--- config.mk ---
export PLATFORM = sky130hd
export DESIGN_NAME = stack_allocator_with_markers_core
export DESIGN_NICKNAME = d
export VERILOG_FILES = /design/src/rtl/sam_pkg.sv /design/src/rtl/stack_allocator_with_markers_core.sv /design/src/rtl/sam_ctrl.sv /design/src/rtl/sam_dp.sv
export VERILOG_INCLUDE_DIRS = /design/src /design/src/rtl
export SDC_FILE = /design/constraint.sdc
export NUM_CORES = 2
export LEC_CHECK = 0
export BUFFER_PORTS_ARGS = -buffer_cell sky130_fd_sc_hd__buf_4
export CAP_MARGIN = 5
export CORE_ASPECT_RATIO = 0.9
export CORE_UTILIZATION = 60
export CTS_CLUSTER_DIAMETER = 120
export DETAILED_ROUTE_END_ITERATION = 16
export PLACE_DENSITY = 0.77
export REMOVE_ABC_BUFFERS = 1
export SYNTH_ARGS = -nofsm -noshare
export SYNTH_HDL_FRONTEND = slang
export SYNTH_HIERARCHICAL = 1
export SYNTH_SLANG_ARGS = --single-unit
--- constraint.sdc ---
create_clock -name clk -period 9.9 [get_ports clk]
set_input_delay 1.485 -clock clk [delete_from_list [all_inputs] [get_ports clk]]
set_output_delay 1.485 -clock clk [all_outputs]
set_load 0.02 [all_outputs]
--- src/rtl/stack_allocator_with_markers_core_assert.svh ---
// Assertion macros for the stack allocator core.
// Included by the top level; depends on nothing else.
`ifndef STACK_ALLOCATOR_WITH_MARKERS_CORE_ASSERT_SVH
`define STACK_ALLOCATOR_WITH_MARKERS_CORE_ASSERT_SVH

// Same-cycle implication, disabled while reset is asserted.
`define SAM_ASSERT_IMP(lbl, clk_s, rst_n, ante, cons) \
	lbl: assert property (@(posedge clk_s) disable iff (!rst_n) (ante) |-> (cons)) \
		else $error("stack allocator assertion failed");

// Next-cycle implication, disabled while reset is asserted.
`define SAM_ASSERT_NEXT(lbl, clk_s, rst_n, ante, cons) \
	lbl: assert property (@(posedge clk_s) disable iff (!rst_n) (ante) |=> (cons)) \
		else $error("stack allocator assertion failed");

`endif

--- src/rtl/sam_pkg.sv ---
// Shared types and codes of the stack allocator core.
// Used by the controller, the datapath and the top level; no dependencies.
package sam_pkg;

	localparam int REQ_W    = 3;
	localparam int SIZE_W   = 21;
	localparam int ALIGN_W  = 13;
	localparam int SEL_W    = 7;
	localparam int STAT_W   = 3;
	localparam int ADDR_W   = 33;
	localparam int CNT_W    = 16;
	localparam int BASE_W   = 32;
	localparam int CFG_IDX_W = 1;

	localparam int IN_TDATA_W  = 48;
	localparam int OUT_TDATA_W = 144;

	// Request codes.
	localparam logic [REQ_W-1:0] REQ_ALLOC       = 3'd0;
	localparam logic [REQ_W-1:0] REQ_CAN_ALLOC   = 3'd1;
	localparam logic [REQ_W-1:0] REQ_PUSH        = 3'd2;
	localparam logic [REQ_W-1:0] REQ_POP_TO      = 3'd3;
	localparam logic [REQ_W-1:0] REQ_POP         = 3'd4;
	localparam logic [REQ_W-1:0] REQ_RESET       = 3'd5;
	localparam logic [REQ_W-1:0] REQ_RESET_PEAKS = 3'd6;

	// Status codes.
	localparam logic [STAT_W-1:0] ST_OK        = 3'd0;
	localparam logic [STAT_W-1:0] ST_ZERO_SIZE = 3'd1;
	localparam logic [STAT_W-1:0] ST_NO_MEM    = 3'd2;
	localparam logic [STAT_W-1:0] ST_BAD_MARK  = 3'd3;
	localparam logic [STAT_W-1:0] ST_NO_MARK   = 3'd4;
	localparam logic [STAT_W-1:0] ST_FULL      = 3'd5;
	localparam logic [STAT_W-1:0] ST_BAD_ALIGN = 3'd6;

	// Configuration register indexes.
	localparam logic [CFG_IDX_W-1:0] CFG_BASE_ADDR  = 1'b0;
	localparam logic [CFG_IDX_W-1:0] CFG_TOTAL_SIZE = 1'b1;

	typedef struct packed {
		logic [REQ_W-1:0]   req_type;
		logic [SIZE_W-1:0]  alloc_size;
		logic [ALIGN_W-1:0] alignment;
		logic [SEL_W-1:0]   marker_sel;
	} req_t;

	// Declared from the highest bit down so that status lands in the lowest bits.
	typedef struct packed {
		logic [SEL_W-1:0]  peak_markers_out;
		logic [SIZE_W-1:0] peak_used_out;
		logic [SEL_W-1:0]  marker_count_out;
		logic [CNT_W-1:0]  alloc_count_out;
		logic [SIZE_W-1:0] free_out;
		logic [SIZE_W-1:0] used_out;
		logic [SEL_W-1:0]  marker_id;
		logic              fits;
		logic [ADDR_W-1:0] alloc_addr;
		logic [STAT_W-1:0] status;
	} res_t;

	typedef struct packed {
		logic take;
		logic exec;
	} sam_cmd_t;

endpackage

--- src/rtl/stack_allocator_with_markers_core.sv ---
// Top level of the stack allocator with markers: stream ports, configuration port, assertions.
// Depends on sam_pkg, sam_ctrl, sam_dp and the assertion macro header.
//
// Channel  Dir  Handshake                      Payload
// s_axis   in   s_axis_tvalid / s_axis_tready  tuser: req_type; tdata: request arguments
// m_axis   out  m_axis_tvalid / m_axis_tready  tdata: status, address and counters
// cfg      in   cfg_we                         cfg_idx, cfg_wdata
//
// Each request is taken in the accept cycle, which reads the marker memory into a
// register; the execute state then updates the counters and loads the result
// register. A new request is accepted only once the execute state has finished.
// Reset clears the counters, peaks and configuration; the marker memory is not cleared.
// A result waiting in the output register does not block the next request; that
// request is accepted and holds in its execute cycle until the register frees.
`include "stack_allocator_with_markers_core_assert.svh"

module stack_allocator_with_markers_core #(
	parameter int MAX_MARKERS  = 64,
	parameter int HEADER_BYTES = 16,
	parameter int ARENA_BITS   = 20
) (
	input  logic                                clk,
	input  logic                                arst_n,
	input  logic                                cfg_we,
	input  logic [sam_pkg::CFG_IDX_W-1:0]       cfg_idx,
	input  logic [sam_pkg::BASE_W-1:0]          cfg_wdata,
	input  logic                                s_axis_tvalid,
	output logic                                s_axis_tready,
	// alloc_size [20:0], alignment [33:21], marker_sel [40:34], zero fill above
	input  logic [sam_pkg::IN_TDATA_W-1:0]      s_axis_tdata,
	// req_type [2:0]
	input  logic [sam_pkg::REQ_W-1:0]           s_axis_tuser,
	output logic                                m_axis_tvalid,
	input  logic                                m_axis_tready,
	// status [2:0], alloc_addr [35:3], fits [36], marker_id [43:37], used_out [64:44],
	// free_out [85:65], alloc_count_out [101:86], marker_count_out [108:102],
	// peak_used_out [129:109], peak_markers_out [136:130], zero fill above
	output logic [sam_pkg::OUT_TDATA_W-1:0]     m_axis_tdata
);
	import sam_pkg::*;

	req_t     req;
	res_t     res;
	sam_cmd_t cmd;

	assign req.req_type   = s_axis_tuser;
	assign req.alloc_size = s_axis_tdata[SIZE_W-1:0];
	assign req.alignment  = s_axis_tdata[SIZE_W+ALIGN_W-1:SIZE_W];
	assign req.marker_sel = s_axis_tdata[SIZE_W+ALIGN_W+SEL_W-1:SIZE_W+ALIGN_W];

	assign m_axis_tdata = OUT_TDATA_W'(res);

	sam_ctrl u_ctrl (
		.clk       (clk),
		.arst_n    (arst_n),
		.in_valid  (s_axis_tvalid),
		.in_ready  (s_axis_tready),
		.out_valid (m_axis_tvalid),
		.out_ready (m_axis_tready),
		.cmd       (cmd)
	);

	sam_dp #(
		.MAX_MARKERS  (MAX_MARKERS),
		.HEADER_BYTES (HEADER_BYTES),
		.ARENA_BITS   (ARENA_BITS)
	) u_dp (
		.clk       (clk),
		.arst_n    (arst_n),
		.cmd       (cmd),
		.req       (req),
		.cfg_we    (cfg_we),
		.cfg_idx   (cfg_idx),
		.cfg_wdata (cfg_wdata),
		.res       (res)
	);

	// A taken request occupies the execute cycle, so no request follows directly.
	`SAM_ASSERT_NEXT(a_no_back_to_back, clk, arst_n, s_axis_tvalid && s_axis_tready, !s_axis_tready)
	// A fresh result only appears after a request was taken.
	`SAM_ASSERT_IMP(a_result_follows_request, clk, arst_n, $rose(m_axis_tvalid), $past(s_axis_tvalid && s_axis_tready, 2))
	`SAM_ASSERT_IMP(a_fits_is_ok, clk, arst_n, m_axis_tvalid && res.fits, res.status == ST_OK)
	`SAM_ASSERT_IMP(a_addr_only_on_alloc, clk, arst_n, m_axis_tvalid && (res.alloc_addr != '0), (res.status == ST_OK) && (res.marker_id == '0) && !res.fits)

endmodule

--- src/rtl/sam_ctrl.sv ---
// Request sequencer of the stack allocator: accept, execute, result hand-off.
// Depends on sam_pkg for the command struct.
module sam_ctrl (
	input  logic              clk,
	input  logic              arst_n,
	input  logic              in_valid,
	output logic              in_ready,
	output logic              out_valid,
	input  logic              out_ready,
	output sam_pkg::sam_cmd_t cmd
);
	import sam_pkg::*;

	localparam logic S_IDLE = 1'b0;
	localparam logic S_EXEC = 1'b1;

	logic state_q;
	logic out_valid_q;
	logic out_free;

	assign out_free  = !out_valid_q || out_ready;
	assign in_ready  = (state_q == S_IDLE);
	assign out_valid = out_valid_q;
	assign cmd.take  = in_valid && (state_q == S_IDLE);
	assign cmd.exec  = (state_q == S_EXEC) && out_free;

	always_ff @(posedge clk or negedge arst_n) begin
		if (!arst_n) begin
			state_q     <= S_IDLE;
			out_valid_q <= 1'b0;
		end else begin
			unique case (state_q)
				S_IDLE: begin
					if (in_valid) begin
						state_q <= S_EXEC;
					end
					if (out_ready) begin
						out_valid_q <= 1'b0;
					end
				end
				S_EXEC: begin
					// The result register must be empty or emptying before it is reloaded.
					if (out_free) begin
						out_valid_q <= 1'b1;
						state_q     <= S_IDLE;
					end
				end
				default: begin
					state_q <= S_IDLE;
				end
			endcase
		end
	end

endmodule

--- src/rtl/sam_dp.sv ---
// Datapath of the stack allocator: counters, marker memory, alignment math and result register.
// Depends on sam_pkg; driven by the commands of sam_ctrl.
module sam_dp #(
	parameter int MAX_MARKERS  = 64,
	parameter int HEADER_BYTES = 16,
	parameter int ARENA_BITS   = 20
) (
	input  logic                              clk,
	input  logic                              arst_n,
	input  sam_pkg::sam_cmd_t                 cmd,
	input  sam_pkg::req_t                     req,
	input  logic                              cfg_we,
	input  logic [sam_pkg::CFG_IDX_W-1:0]     cfg_idx,
	input  logic [sam_pkg::BASE_W-1:0]        cfg_wdata,
	output sam_pkg::res_t                     res
);
	import sam_pkg::*;

	localparam int DW       = $clog2(MAX_MARKERS + 1);
	localparam int AW       = (MAX_MARKERS > 1) ? $clog2(MAX_MARKERS) : 1;
	localparam int CW       = (DW > SEL_W) ? DW : SEL_W;
	localparam int LIM_W    = SIZE_W + 1;
	localparam int CAP_BITS = (ARENA_BITS < SIZE_W) ? ARENA_BITS : SIZE_W;
	localparam int PAD_W    = $clog2(HEADER_BYTES + (1 << (ALIGN_W - 1)));
	localparam int NEED_W   = SIZE_W + 1;
	localparam int REST_W   = SIZE_W + 3;
	localparam logic [LIM_W-1:0] ARENA_CAP = LIM_W'(1) << CAP_BITS;
	localparam logic [DW-1:0]    MAX_D     = DW'(MAX_MARKERS);

	typedef struct packed {
		logic [SIZE_W-1:0] pos;
		logic [CNT_W-1:0]  allocs;
	} mark_t;

	// Configuration and allocator state.
	logic [BASE_W-1:0] base_q;
	logic [SIZE_W-1:0] total_q;
	logic [SIZE_W-1:0] used_q;
	logic [CNT_W-1:0]  allocs_q;
	logic [DW-1:0]     depth_q;
	logic [SIZE_W-1:0] peak_used_q;
	logic [DW-1:0]     peak_mark_q;

	// Request stage, loaded when a request is taken.
	logic [REQ_W-1:0]  req_s1;
	logic              size_zero_s1;
	logic              align_ok_s1;
	logic              sel_bad_s1;
	logic              full_s1;
	logic              empty_s1;
	logic [DW-1:0]     rdepth_s1;
	logic [ADDR_W-1:0] cur_s1;
	logic [PAD_W-1:0]  pad_s1;
	logic [NEED_W-1:0] need_s1;
	logic [REST_W-1:0] avail_s1;
	mark_t             rd_s1;

	mark_t mark_mem [MAX_MARKERS];
	res_t  res_q;

	logic [LIM_W-1:0]   limit;
	logic [ALIGN_W-1:0] mask_c;
	logic [ALIGN_W-1:0] low_c;
	logic [ALIGN_W-1:0] rem_c;
	logic [PAD_W-1:0]   pad_c;
	logic [AW-1:0]      rd_addr_c;
	logic [AW-1:0]      wr_addr_c;

	logic [REST_W-1:0] rest_c;
	logic              fit_c;
	logic [SIZE_W-1:0] sum_c;
	logic [ADDR_W-1:0] addr_c;
	logic [DW-1:0]     depth_inc_c;

	logic [SIZE_W-1:0] used_nx;
	logic [CNT_W-1:0]  allocs_nx;
	logic [DW-1:0]     depth_nx;
	logic [SIZE_W-1:0] peak_used_nx;
	logic [DW-1:0]     peak_mark_nx;
	logic [SIZE_W-1:0] free_nx;
	logic [STAT_W-1:0] status_nx;
	logic [ADDR_W-1:0] addr_nx;
	logic              fits_nx;
	logic [SEL_W-1:0]  mid_nx;
	logic              push_c;

	assign limit = ({1'b0, total_q} < ARENA_CAP) ? {1'b0, total_q} : ARENA_CAP;

	// Only the low bits of the fill pointer decide the padding, as the alignment
	// divides 2^ALIGN_W.
	assign mask_c = req.alignment - ALIGN_W'(1);
	assign low_c  = base_q[ALIGN_W-1:0] + used_q[ALIGN_W-1:0] + ALIGN_W'(HEADER_BYTES);
	assign rem_c  = (ALIGN_W'(0) - low_c) & mask_c;
	assign pad_c  = PAD_W'(HEADER_BYTES) + PAD_W'(rem_c);

	assign rd_addr_c = (req.req_type == REQ_POP_TO) ? AW'(req.marker_sel - SEL_W'(1))
	                                                : AW'(depth_q - DW'(1));
	assign wr_addr_c = AW'(depth_q);

	always_ff @(posedge clk or negedge arst_n) begin
		if (!arst_n) begin
			base_q  <= '0;
			total_q <= '0;
		end else if (cfg_we) begin
			unique case (cfg_idx)
				CFG_BASE_ADDR:  base_q  <= cfg_wdata;
				CFG_TOTAL_SIZE: total_q <= cfg_wdata[SIZE_W-1:0];
				default: ;
			endcase
		end
	end

	always_ff @(posedge clk) begin
		if (cmd.take) begin
			req_s1       <= req.req_type;
			size_zero_s1 <= (req.alloc_size == '0);
			align_ok_s1  <= $onehot(req.alignment);
			sel_bad_s1   <= (req.marker_sel == '0) || (CW'(req.marker_sel) > CW'(depth_q));
			full_s1      <= (depth_q >= MAX_D);
			empty_s1     <= (depth_q == '0);
			rdepth_s1    <= (req.req_type == REQ_POP_TO) ? DW'(req.marker_sel - SEL_W'(1))
			                                             : depth_q - DW'(1);
			cur_s1       <= {1'b0, base_q} + ADDR_W'(used_q);
			pad_s1       <= pad_c;
			need_s1      <= NEED_W'(req.alloc_size) + NEED_W'(pad_c);
			avail_s1     <= REST_W'(limit) - REST_W'(used_q);
		end
	end

	// Marker memory: one registered read when a request is taken, one write on a push.
	always_ff @(posedge clk) begin
		if (cmd.take) begin
			rd_s1 <= mark_mem[rd_addr_c];
		end
		if (cmd.exec && push_c) begin
			mark_mem[wr_addr_c] <= '{pos: used_q, allocs: allocs_q};
		end
	end

	assign rest_c      = avail_s1 - REST_W'(need_s1);
	assign fit_c       = !rest_c[REST_W-1];
	assign sum_c       = used_q + SIZE_W'(need_s1);
	assign addr_c      = cur_s1 + ADDR_W'(pad_s1);
	assign depth_inc_c = depth_q + DW'(1);

	always_comb begin
		used_nx      = used_q;
		allocs_nx    = allocs_q;
		depth_nx     = depth_q;
		peak_used_nx = peak_used_q;
		peak_mark_nx = peak_mark_q;
		status_nx    = ST_OK;
		addr_nx      = '0;
		fits_nx      = 1'b0;
		mid_nx       = '0;
		push_c       = 1'b0;
		unique case (req_s1)
			REQ_ALLOC: begin
				if (size_zero_s1) begin
					status_nx = ST_ZERO_SIZE;
				end else if (!align_ok_s1) begin
					status_nx = ST_BAD_ALIGN;
				end else if (!fit_c) begin
					status_nx = ST_NO_MEM;
				end else begin
					used_nx = sum_c;
					if (allocs_q != '1) begin
						allocs_nx = allocs_q + CNT_W'(1);
					end
					if (sum_c > peak_used_q) begin
						peak_used_nx = sum_c;
					end
					addr_nx = addr_c;
				end
			end
			REQ_CAN_ALLOC: begin
				if (!align_ok_s1) begin
					status_nx = ST_BAD_ALIGN;
				end else begin
					fits_nx = fit_c;
				end
			end
			REQ_PUSH: begin
				if (full_s1) begin
					status_nx = ST_FULL;
				end else begin
					push_c   = 1'b1;
					depth_nx = depth_inc_c;
					if (depth_inc_c > peak_mark_q) begin
						peak_mark_nx = depth_inc_c;
					end
					mid_nx = SEL_W'(depth_inc_c);
				end
			end
			REQ_POP_TO: begin
				if (sel_bad_s1) begin
					status_nx = ST_BAD_MARK;
				end else begin
					used_nx   = rd_s1.pos;
					allocs_nx = rd_s1.allocs;
					depth_nx  = rdepth_s1;
				end
			end
			REQ_POP: begin
				if (empty_s1) begin
					status_nx = ST_NO_MARK;
				end else begin
					used_nx   = rd_s1.pos;
					allocs_nx = rd_s1.allocs;
					depth_nx  = rdepth_s1;
				end
			end
			REQ_RESET: begin
				used_nx   = '0;
				allocs_nx = '0;
				depth_nx  = '0;
			end
			REQ_RESET_PEAKS: begin
				peak_used_nx = used_q;
				peak_mark_nx = depth_q;
			end
			default: ;
		endcase
		free_nx = (LIM_W'(used_nx) < limit) ? SIZE_W'(limit - LIM_W'(used_nx)) : '0;
	end

	always_ff @(posedge clk or negedge arst_n) begin
		if (!arst_n) begin
			used_q      <= '0;
			allocs_q    <= '0;
			depth_q     <= '0;
			peak_used_q <= '0;
			peak_mark_q <= '0;
		end else if (cmd.exec) begin
			used_q      <= used_nx;
			allocs_q    <= allocs_nx;
			depth_q     <= depth_nx;
			peak_used_q <= peak_used_nx;
			peak_mark_q <= peak_mark_nx;
		end
	end

	always_ff @(posedge clk) begin
		if (cmd.exec) begin
			res_q.status           <= status_nx;
			res_q.alloc_addr       <= addr_nx;
			res_q.fits             <= fits_nx;
			res_q.marker_id        <= mid_nx;
			res_q.used_out         <= used_nx;
			res_q.free_out         <= free_nx;
			res_q.alloc_count_out  <= allocs_nx;
			res_q.marker_count_out <= SEL_W'(depth_nx);
			res_q.peak_used_out    <= peak_used_nx;
			res_q.peak_markers_out <= SEL_W'(peak_mark_nx);
		end
	end

	assign res = res_q;

endmodule
======== After elaboration in Yosys (flattened, before gate mapping) ========
Memories as Yosys holds them, arrays and structs flattened. A register that Yosys moved wholly into a read port is not among the register bits.
Index checks and enable logic that the tools add are counted.
W data, S select, Z words.
word-level totals
  bits in writable memories ............... 2368
  memories kept ........................... 1
  register bits after elaboration ......... 371
  output and inout port bits .............. 146
  input bits .............................. 89
  logic and storage cells ................. 145
memory list
  name           words  width  read ports  clocked after Yosys merged registers in  write ports  line          source
  u_dp.mark_mem  64     37     1           1                                        1            sam_dp.sv:58  mark_t mark_mem [MAX_MARKERS];
operators by class
  magnitude comparators ................... 6
  bitwise gates (word level) .............. 6
  reduce and logical (&&, ||, !) cells .... 17
  multiplexer cells ....................... 46
  add/subtract/negate cells ............... 28
  equality and inequality tests ........... 11
operator list
  operator                 number
  $mux W21                 10
  $mux W16                 6
  $pmux W21 S4             1
  $pmux W16 S4             1
  $mux W7                  6
  $pmux W21 S2             1
  $add A32 B21 Y33         1
  $add A33 B13 Y33         1
  $pmux W7 S4              1
  $sub A24 B22 Y24         1
  $sub A22 B21 Y23         1
  $add A21 B13 Y22         1
  $lt A21 B22 Y1           1
  $add A21 B21 Y21         1
  $gt A21 B21 Y1           1
  $logic_not A21 Y1        1
  $lt A21 B21 Y1 const B   1
  $sub A21 B21 Y21         1
  $add A4 B4 Y4            5
  $add A16 B1 Y16 const B  1
  $ne A16 B16 Y1 const B   1
  $mux W3                  5
  $pmux W3 S5              1
  $gt A7 B7 Y1             2
  31 further kinds         62

======== Longest topological paths before layout ========
  depth after elaboration ................. 7
  gate-level depth with buffers ........... 22
  gate-level depth less buffers ........... 21

======== Hierarchy ========
Netlist, hierarchy kept.
by module, submodules not included
  module                             instances  area each (µm²)  seq. area each (µm²)  cells each
  sam_dp                             1          117816.7         82614.2               8849
  sam_ctrl                           1          93.8             50.0                  8
  stack_allocator_with_markers_core  1          56.3             0.0                   8

======== Least setup slack after synthesis ========
OpenSTA, ideal clock, no wires.
  kind .................................... input to register
  from .................................... input port m_axis_tready
  to ...................................... memory u_dp/mark_mem[47][0] in the netlist's numbering (enable)
  path slack .............................. 0.029 ns
  stages on the path ...................... 5
  data required time ...................... 9.375 ns
  path buffers ............................ 1
  data arrival time ....................... 9.347 ns
  setup time .............................. 0.525 ns
  path through ............................ nand2b_4 -> and2_1 -> inv_1 -> clkbuf_1 -> nor4_1
RTL lines
  element          line                                     source
  start, declared  stack_allocator_with_markers_core.sv:34  input logic m_axis_tready,
  end, declared    sam_dp.sv:58

======== Worst setup path in the final report ========
  from .................................... register u_dp.used_q[8]
  to ...................................... register u_dp.res_q, in the netlist u_dp/res[109], data pin
between the ends
  word-level cells in the longest chain between the ends .. 7
ends and longest elaborated chain
  element                   line           source
  start, declared           sam_dp.sv:38   logic [SIZE_W-1:0] used_q;
  start signal, assigned    sam_dp.sv:235  used_q <= used_nx;
  $add A21 B21 Y21          sam_dp.sv:142  assign sum_c = used_q + SIZE_W'(need_s1);
  $gt A21 B21 Y1            sam_dp.sv:170  if (sum_c > peak_used_q) begin
  $mux W21                  sam_dp.sv:170
  $mux W21                  sam_dp.sv:163  end else if (!fit_c) begin
  $mux W21                  sam_dp.sv:161  end else if (!align_ok_s1) begin
  $mux W21                  sam_dp.sv:159  if (size_zero_s1) begin
  $pmux W21 S2              sam_dp.sv:157  unique case (req_s1)
  net u_dp.peak_used_nx[0]  sam_dp.sv:78   logic [SIZE_W-1:0] peak_used_nx;
  end, declared             sam_dp.sv:59   res_t res_q;
The timed path passes the listed nets, and every way through them passes these cells.
A chain may end at the register's enable or synchronous reset.

==> qor.json <==
{
  "route": {
    "drt_iter0_markers": 12400,
    "route.layer.met1.wl_um": 121000,
    "routed_wire_length_um": 348000,
    "wl_per_cell_um": 29.3,
    "highest-signal-layer": "met5",
    "via_count": 79000,
    "firstDrtPassIters": 9,
    "met3_length_um": 49700,
    "met2_routed_wirelength_um": 155000,
    "avgViaCountPerCell": 6.65,
    "remaining_antenna_violation_count_after_routing": 0,
    "post-route-drc-count": 0
  },
  "worst_setup_path": {
    "end_kind": "flop",
    "r2r-start": "u_dp/used_q[8]",
    "crit_path_max_fanout": 36,
    "ff2ff_setup_slack_ps": 3310,
    "crit_required_ps": 10490,
    "worstRegToRegCells": 15,
    "critPathKind": "flop to flop",
    "element_type_at_the_critical_path_start": "flop",
    "crit-reg2reg-capture": "u_dp/res[109]",
    "arrival_ps": 7180,
    "worst_setup_path_startpoint": "u_dp/used_q[8]"
  },
  "timing": {
    "finalHoldViolCount": 0,
    "fin_skew_ps": 50.8,
    "period_needed_ps": 6590,
    "period_share": 0.666,
    "fmax_mhz": 152,
    "slew-limit-headroom": 0.0329,
    "worst-slew-pin-transition_ps": 1450,
    "slew_viol_final": 0,
    "timing.final.setup_violations": 0,
    "final.setup.tns_ps": 0,
    "rsz0062_at_grt": "no"
  },
  "yosys": {
    "synth_ff_type": "edfxtp_1",
    "post_synth.cell_area_avg_sq_um": 13.3,
    "synthArstFlopShare": 0.0458,
    "post_synth_most_frequent_cells": "edfxtp_1, nand2_1, nand3_1",
    "synth_top_area_share": 0.674,
    "yosysUniqueCellTypes": 101,
    "yosysSeqAreaShare": 0.701,
    "synth.cell_area_sq_mm": 0.118,
    "synth.yosys.warnings": 6,
    "yosys_register_bits": 2774,
    "post_synth_main_area_contributors": "edfxtp_1, nand2_1, nand3_1, dfrtp_1, mux4_2",
    "yosys.cell_count.top_type": "edfxtp_1",
    "synth_edf_count": 2647,
    "cell_type_contributing_the_most_total_cell_area_after_synthesis": "edfxtp_1",
    "synthCells": 8865
  },
  "global_route": {
    "grt-ovfl-total": 0,
    "grt_first_pass_wirelength_um": 499000,
    "maximum_number_of_pins_on_one_net_before_global_route_repair": 155,
    "number_of_global_route_vias_before_repair": 75700,
    "grtUsageTotal": 0.347,
    "antenna_found_initial": 34
  },
  "floorplan": {
    "die_width_um": 469,
    "die_h_um": 423,
    "ioPinCount": 235,
    "design.die.area_sq_mm": 0.198,
    "placement_rows": 154,
    "start_util": 0.603,
    "core_sq_mm": 0.196
  },
  "placed_design": {
    "final_wtd_congestion": 0.987,
    "placed_cell_area_sq_mm": 0.123,
    "placement.io_buffers": 220,
    "dp.final_hpwl_um": 200000
  },
  "worst_hold_path": {
    "worst_hold_path.endpoint": "u_dp/base_q[19]",
    "timing.hold.worst_path_depth": 2,
    "holdCritPathClass": "flop to flop",
    "hold_path_startpoint": "u_dp/base_q[19]"
  },
  "power": {
    "worst_ir_drop_vdd_v": 0.000400,
    "power_report.internal_total_mw": 26.1,
    "combinational_power_share": 0.424,
    "share_of_total_power_consumed_by_net_switching": 0.415,
    "p_sw_mw": 18.5,
    "pwr-share-clk": 0.230,
    "p_seq_frac": 0.345,
    "power_per_cell_area_mw_per_mm2": 338,
    "leakage_power_of_the_design_nw": 46.8
  },
  "clocking": {
    "tritoncts": "built",
    "clock_sinks": 2774,
    "postCtsSetupBuffers": 0,
    "post_cts.resized_instances": 0,
    "cts_buffers": 280,
    "h-tree-depth": 5,
    "cts_root_buf": "clkbuf_16",
    "post_cts_hold_buffer_count": 0,
    "worst_skew_pair.late_latency_ps": 930,
    "cts.reportedPaths.clkPinSlew_ps": 60,
    "clock_tree.buffer_depth": 4
  },
  "run": {
    "maxCapViolCount": 0
  },
  "status": {
    "outcome": "finished, final reports clean"
  },
  "finish": {
    "syn2layout_area_growth_pct": 11.7,
    "final_nets": 9394,
    "post_route_cells_drive_above_1_share": 0.123,
    "post-route-cell-area_sq_mm": 0.132,
    "fillCellCount": 12900
  }
}
[cells by family after synthesis]
group,synth area share
compound gates,0.0676
xor+xnor,0.0111
fa+ha+maj,0.0238
buf+inv,0.0240
flops,0.701
mux,0.0406
other cells,0.0000318
simple gates,0.132
[sequential cells by signal (all words and copies together), names as in the netlist, 3 cells and up]
| signal | flops |
|---|---|
| u_dp/allocs_q | 16 |
| u_dp/avail_s1 | 22 |
| u_dp/base_q | 32 |
| u_dp/cur_s1 | 33 |
| u_dp/depth_q | 7 |
| u_dp/mark_mem | 2368 |
| u_dp/need_s1 | 22 |
| u_dp/pad_s1 | 13 |
| u_dp/peak_mark_q | 7 |
| u_dp/peak_used_q | 21 |
| u_dp/rd_s1 | 37 |
| u_dp/rdepth_s1 | 7 |
| u_dp/req_s1 | 3 |
| u_dp/res | 137 |
| u_dp/total_q | 21 |
| u_dp/used_q | 21 |
[cells in the final DEF (no fill, tap or decap), types with 65 or more instances in the layout]
cell	count
edfxtp_1	2647
nand2_1	2007
nand3_1	752
buf_4	425
clkbuf_16	289
a21oi_1	289
o21ai_0	188
ha_1	188
nor3_1	179
nor2_1	169
inv_1	158
mux2i_1	145
mux4_2	132
xnor2_1	106
a31oi_1	96
o21ai_1	94
dfrtp_1	90
and3_1	68
o221ai_1	66
nor2_4	65
[layout make-up]
class / instances / area, sq um / share of cell area
Clock buffer: 353 / 7510 / 0.0570
Tap cell: 2574 / 3220 / 0.0244
Sequential cell: 2774 / 82700 / 0.628
Multi-Input combinational cell: 5436 / 33100 / 0.251
Clock inverter: 124 / 1140 / 0.00868
Timing Repair Buffer: 437 / 3430 / 0.0260
Antenna cell: 11 / 27.5 / 0.000209
Inverter: 165 / 642 / 0.00487
[metrics by stage]
stage | cells | power (mW) | hold WS (ps) | util | setup slack [ps]
3_3_place_gp | 11400 | 33.2 | 464 | 0.629 | 3550
3_5_place_dp | 11400 | 33.7 | 474 | 0.629 | 3410
4_1_cts | 11900 | 43.9 | 491 | 0.674 | 3560
6_report | 11900 | 44.5 | 491 | 0.674 | 3310
5_1_grt | 11900 | 45.9 | 509 | 0.674 | 2980
2_1_floorplan | 8375 | 26.1 | 452 | - | -112650
[critical path, stage by stage, from the launching register on]
cell      delay (ps)
dfrtp_2         1060
ha_1             390
o21ai_0          110
o21ai_0          160
o21ai_0          130
o31ai_1          620
a311oi_1         220
xnor2_1          800
ha_1             280
nand4_1          110
nor3_1           410
a311oi_1         230
nand2_1          150
nand3_1          580
a21oi_2          710
o21ai_1          300
[power by group through the flow]
stage          clock network (mW)  registers [mW]  logic [mW]
2_1_floorplan                   0            16.0        10.2
3_3_place_gp                    0            15.6        17.7
3_5_place_dp                    0            15.6        18.1
4_1_cts                      10.3            15.3        18.2
5_1_grt                      10.7            15.4        19.8
6_report                     10.3            15.4        18.9
[worst max-delay path by stage]
| stage | end | slack (ps) | cells past startpoint |
|---|---|---|---|
| after CTS | u_dp/res[109] | 3560 | 18 |
| after floorplan | u_dp/rd_s1[33] | -112650 | 8 |
| after global placement | u_dp/rd_s1[1] | 3550 | 13 |
| after global routing | u_dp/res[109] | 2980 | 18 |
| final | u_dp/res[109] | 3310 | 15 |
| after detailed placement | u_dp/rd_s1[1] | 3410 | 13 |
[per-layer routing]
layer / global-route usage / up-vias
met1: 0.448 / 38700
met3: 0.108 / 1098
met5: 0.00626 / -
li1: - / 33500
met4: 0.197 / 26
met2: 0.522 / 5684
Power figures use the tool's default switching activity.
